**config.mk**
```make
export PLATFORM = sky130hd
export DESIGN_NAME = shrp_kernel
export DESIGN_NICKNAME = d
export VERILOG_FILES = /design/src/rtl/core/sharpen_3x3_stencil_core_assert.svh /design/src/rtl/core/shrp_pkg.sv /design/src/rtl/core/shrp_kernel.sv
export SDC_FILE = /design/constraint.sdc
export NUM_CORES = 1
export LEC_CHECK = 0
export ABC_AREA = 1
export BUFFER_PORTS_ARGS = -buffer_cell sky130_fd_sc_hd__buf_2
export CORE_ASPECT_RATIO = 0.8
export CORE_UTILIZATION = 58
export DETAILED_ROUTE_END_ITERATION = 12
export PLACE_DENSITY = 0.83
export SYNTH_ARGS = -nofsm -noshare
export SYNTH_HDL_FRONTEND = slang
export SYNTH_SLANG_ARGS = --single-unit
```
**constraint.sdc**
```tcl
create_clock -name vclk -period 9.3
set_clock_uncertainty 0.05 [all_clocks]
set_input_delay 1.395 -clock vclk [all_inputs]
set_output_delay 1.395 -clock vclk [all_outputs]
set_load 0.02 [all_outputs]
```
**src/rtl/core/sharpen_3x3_stencil_core_assert.svh**
```systemverilog
// assertion macros for the sharpen stencil core
`ifndef SHARPEN_3X3_STENCIL_CORE_ASSERT_SVH
`define SHARPEN_3X3_STENCIL_CORE_ASSERT_SVH
`ifndef SYNTHESIS
`define SHRP_ASSERT(lbl, prop) \
  lbl: assert property (@(posedge clk_i) disable iff (!rst_ni) prop) \
    else $error("sharpen core assertion failed");
`define SHRP_ASSERT_NEVER(lbl, cond) \
  lbl: assert property (@(posedge clk_i) disable iff (!rst_ni) !(cond)) \
    else $error("sharpen core forbidden condition seen");
`else
`define SHRP_ASSERT(lbl, prop)
`define SHRP_ASSERT_NEVER(lbl, cond)
`endif
`endif

```
**src/rtl/core/shrp_pkg.sv**
```systemverilog
// shared types and constants of the sharpen stencil core
`timescale 1ns / 1ps
package shrp_pkg;

  localparam int PIX_W          = 24;
  localparam int CH_W           = 8;
  localparam int MAX_WIDTH_DEF  = 2048;
  localparam int MAX_HEIGHT_DEF = 4096;
  localparam int CFG_W_BITS     = 12;
  localparam int CFG_H_BITS     = 13;
  localparam int CFG_DATA_W     = 13;
  localparam int CFG_IDX_W      = 2;
  localparam int WIDTH_RESET    = 640;
  localparam int HEIGHT_RESET   = 480;
  localparam int MAX_RESULTS    = 4;
  // power of two, pointers wrap
  localparam int RES_DEPTH      = 16;

  typedef enum logic [CFG_IDX_W-1:0] {
    REG_IMAGE_WIDTH  = 2'd0,
    REG_IMAGE_HEIGHT = 2'd1,
    REG_KERNEL_MODE  = 2'd2
  } cfg_reg_e;

  typedef logic [PIX_W-1:0] pix_t;

  // [0] two rows up, [1] one row up, [2] current row
  typedef pix_t [2:0] col_t;

  typedef struct packed {
    pix_t nw;
    pix_t n;
    pix_t ne;
    pix_t w;
    pix_t c;
    pix_t e;
    pix_t sw;
    pix_t s;
    pix_t se;
  } taps_t;

  typedef struct packed {
    logic eoi;
    logic last;
    pix_t pixel;
  } res_t;

endpackage

```
**src/rtl/core/shrp_kernel.sv**
```systemverilog
// 3x3 sharpen kernel, 5-point or 9-point by mode_i, over three colour channels with clamping
`timescale 1ns / 1ps
module shrp_kernel (
  input  shrp_pkg::taps_t taps_i,
  input  logic            mode_i,
  output shrp_pkg::pix_t  pixel_o
);

  import shrp_pkg::*;

  localparam int S4W = CH_W + 2;
  localparam int S8W = CH_W + 3;
  localparam int C9W = CH_W + 4;
  localparam int VW  = CH_W + 5;

  for (genvar g = 0; g < 3; g++) begin : g_ch
    logic [CH_W-1:0]      nw, n, ne, w, c, e, sw, s, se;
    logic [S4W-1:0]       sum4;
    logic [S8W-1:0]       sum8;
    logic [S8W-1:0]       c5;
    logic [C9W-1:0]       c9;
    logic signed [VW-1:0] v;

    assign nw = taps_i.nw[g*CH_W +: CH_W];
    assign n  = taps_i.n[g*CH_W +: CH_W];
    assign ne = taps_i.ne[g*CH_W +: CH_W];
    assign w  = taps_i.w[g*CH_W +: CH_W];
    assign c  = taps_i.c[g*CH_W +: CH_W];
    assign e  = taps_i.e[g*CH_W +: CH_W];
    assign sw = taps_i.sw[g*CH_W +: CH_W];
    assign s  = taps_i.s[g*CH_W +: CH_W];
    assign se = taps_i.se[g*CH_W +: CH_W];

    assign sum4 = S4W'(n) + S4W'(s) + S4W'(w) + S4W'(e);
    assign sum8 = S8W'(sum4) + S8W'(nw) + S8W'(ne) + S8W'(sw) + S8W'(se);
    assign c5   = (S8W'(c) << 2) + S8W'(c);
    assign c9   = (C9W'(c) << 3) + C9W'(c);

    assign v = mode_i ? ($signed(VW'(c9)) - $signed(VW'(sum8)))
                      : ($signed(VW'(c5)) - $signed(VW'(sum4)));

    // clamp to the channel range
    assign pixel_o[g*CH_W +: CH_W] = v[VW-1]               ? '0 :
                                     (|v[VW-2:CH_W])       ? {CH_W{1'b1}} :
                                     v[CH_W-1:0];
  end

endmodule

```
==> results.toml <==
[floorplanning]
core_area_um2 = 16600
ioPinCount = 241
rows = 42
floorplan.die_area_um2 = 17600
floorplan.initialDensity_pct = 59.7
dieHeight_um = 119
chipWidth_um = 148

[synth]
yosys.cell_types.count = 35
synthesis.instances = 1356
synth_top_cells_by_area = "fa_1 36%, ha_1 17%, inv_1 17%, nand2_1 9.2%, nand3_1 4.4%"
syn-cell-area_um2 = 9910
post-synth-top-area-fraction_pct = 36.4
mappedNetlistNets = 1885
syn-mean-instance-area_um2 = 7.31
synth_warnings = 0
synth_most_common_cell = "inv_1"
yosys-top-cells-count = "436 x inv_1, 242 x nand2_1, 180 x fa_1"
synthDominantAreaCellType = "fa_1"
synth-seq-area-share_pct = 0

[finish]
clock_buffer_count = 0
final-seq-area_um2 = 0
final_layout_size_suffix_gt1_share_pct = 21.6
layout.sequential_cells = 0
syn_to_final_growth_pct = 18.1
layout.nets = 2134
final.fill_count = 1361
finish.cell_count_without_fillers = 1823
multiInputGateArea_um2 = 8440
n_antenna_cell = 0

[grt]
global_route.usage.total_pct = 26.9
initial_antenna_violation_count = 0
largest_net_degree_at_the_start_of_global_routing = 46
grt_pass1_vias = 9215
global_route_wire_length_before_repair_um = 39600
globalRouteOverflowTotal = 0

[setup_path]
worstSetupEndpointType = "primary output"
cp_slowest_stage_delay_ns = 0.54
cp_launch_type = "input pin"
highest_delay_cell_along_the_critical_path = "fa_1"
setup.worst_path.class = "input pin to primary output"
cell_occurring_most_often_along_the_worst_timing_path = "inv_1"
critPathRequiredTime_ns = 7.86
highest_net_fanout_along_the_worst_path = 8
worst_ep_arrival_time_ns = 7.59

[drt]
wirelength_um = 22500
post_drt_wl_per_cell_um = 12.3
drt_iter0_drc = 360
drt-pass1-iter-count = 5
remaining_drc_errors = 0
viasPerCell = 4.94
num_vias = 8998
ant_nets = 0

[placed_design]
dp_hpwl_um = 20200
gp_congestion = 0.922
placed_cells_incl_taps = 1812
place.port_buffers = 241

[timing]
final.hold.worst_slack_ns = 3.40
worst_slew_pin_slew_ns = 0.988
slew-limit-headroom_pct = 34.1
maximum_clock_frequency_ghz = 0.111
timing_max_transition_violations_final = 0
final_min_period_over_clock_period_pct = 97.1
timing_hold_violations_final = 0
setup_violations = 0
period_needed_ns = 9.03

[hold_path]
worstHoldPathType = "input pin to primary output"
min_path_cells = 7

[status]
outcome = "finished clean"

[run]
max_cap_violations = 0

[clock_tree]
ctsHoldBuffers = 0
## worst paths after layout
check / end / slack [ns] / start
max: pixel_o[4] / 0.27 / taps_i[25]
min: pixel_o[8] / 3.40 / taps_i[104]
## critical path, delay by kind of cell
| kind | cells | cell delay (ns) |
|---|---|---|
| XOR/XNOR | 1 | 0.11 |
| AND/OR/NAND/NOR | 9 | 0.81 |
| adder cells (fa/ha/maj) | 9 | 3.85 |
| AO/OA/AOI/OAI | 3 | 0.49 |
| buffers and inverters | 12 | 0.90 |
## routing by layer
metal  global-route usage [%]  vias to the layer above  part of all wire (%)
met5                        0                        -                     0
met4                     3.87                        0                   1.5
met3                     1.88                       30                   3.9
met2                     49.1                      213                    51
met1                     35.6                     4227                    44
li1                         -                     4528                     -
## area by class of cell
cell class | instances | share of cell area, %
Inverter | 440 | 14.1
Tap cell | 220 | 2.35
Multi-Input combinational cell | 909 | 72.1
Timing Repair Buffer | 254 | 11.4
## placed cells by master (no fill, tap or decap), types with 6 or more instances in the layout
cell       n
inv_1    435
buf_2    238
nand2_1  234
fa_1     177
ha_1     126
nand3_1   74
a21oi_1   59
nor2_1    53
nand2_2   31
o21ai_0   21
nand3_2   17
xor2_1    16
buf_4     14
nand4_1    9
nor3_1     9
xnor2_1    7
a21o_1     6
nor2_2     6
mux2i_1    6
## cells by family after synthesis
family	after synthesis	synth area share (%)
AOI/OAI and AO/OA	116	6.91
xor gates and xnor gates	26	2.30
adders and majority gates	312	53.0
buffers and inverters	447	17.0
muxes	6	0.606
and+or+nand+nor	449	20.1
## per-stage QoR
| stage | util (%) | cell area (um^2) | setup TNS [ns] | worst slack, ns |
|---|---|---|---|---|
| 6_report | 70.5 | 11700 | 0 | 0.269 |
| 5_1_grt | 70.5 | 11700 | -0.541 | -0.0586 |
| 4_1_cts | 68.5 | 11400 | 0 | 0.000684 |
| 3_5_place_dp | 68.5 | 11400 | -0.688 | -0.0693 |
| 3_3_place_gp | 68.5 | 11400 | 0 | 0.117 |
| 2_1_floorplan | - | 9910 | 0 | 0.678 |
## timing repair
item,4_1_cts,5_1_grt
pin swaps,2,34
resized for setup,2,54
setup buffers,1,11
setup endpoints to repair,16,24
Power is not shown: default switching activity piles up to over one toggle a cycle in this logic, so the estimate is an artifact.
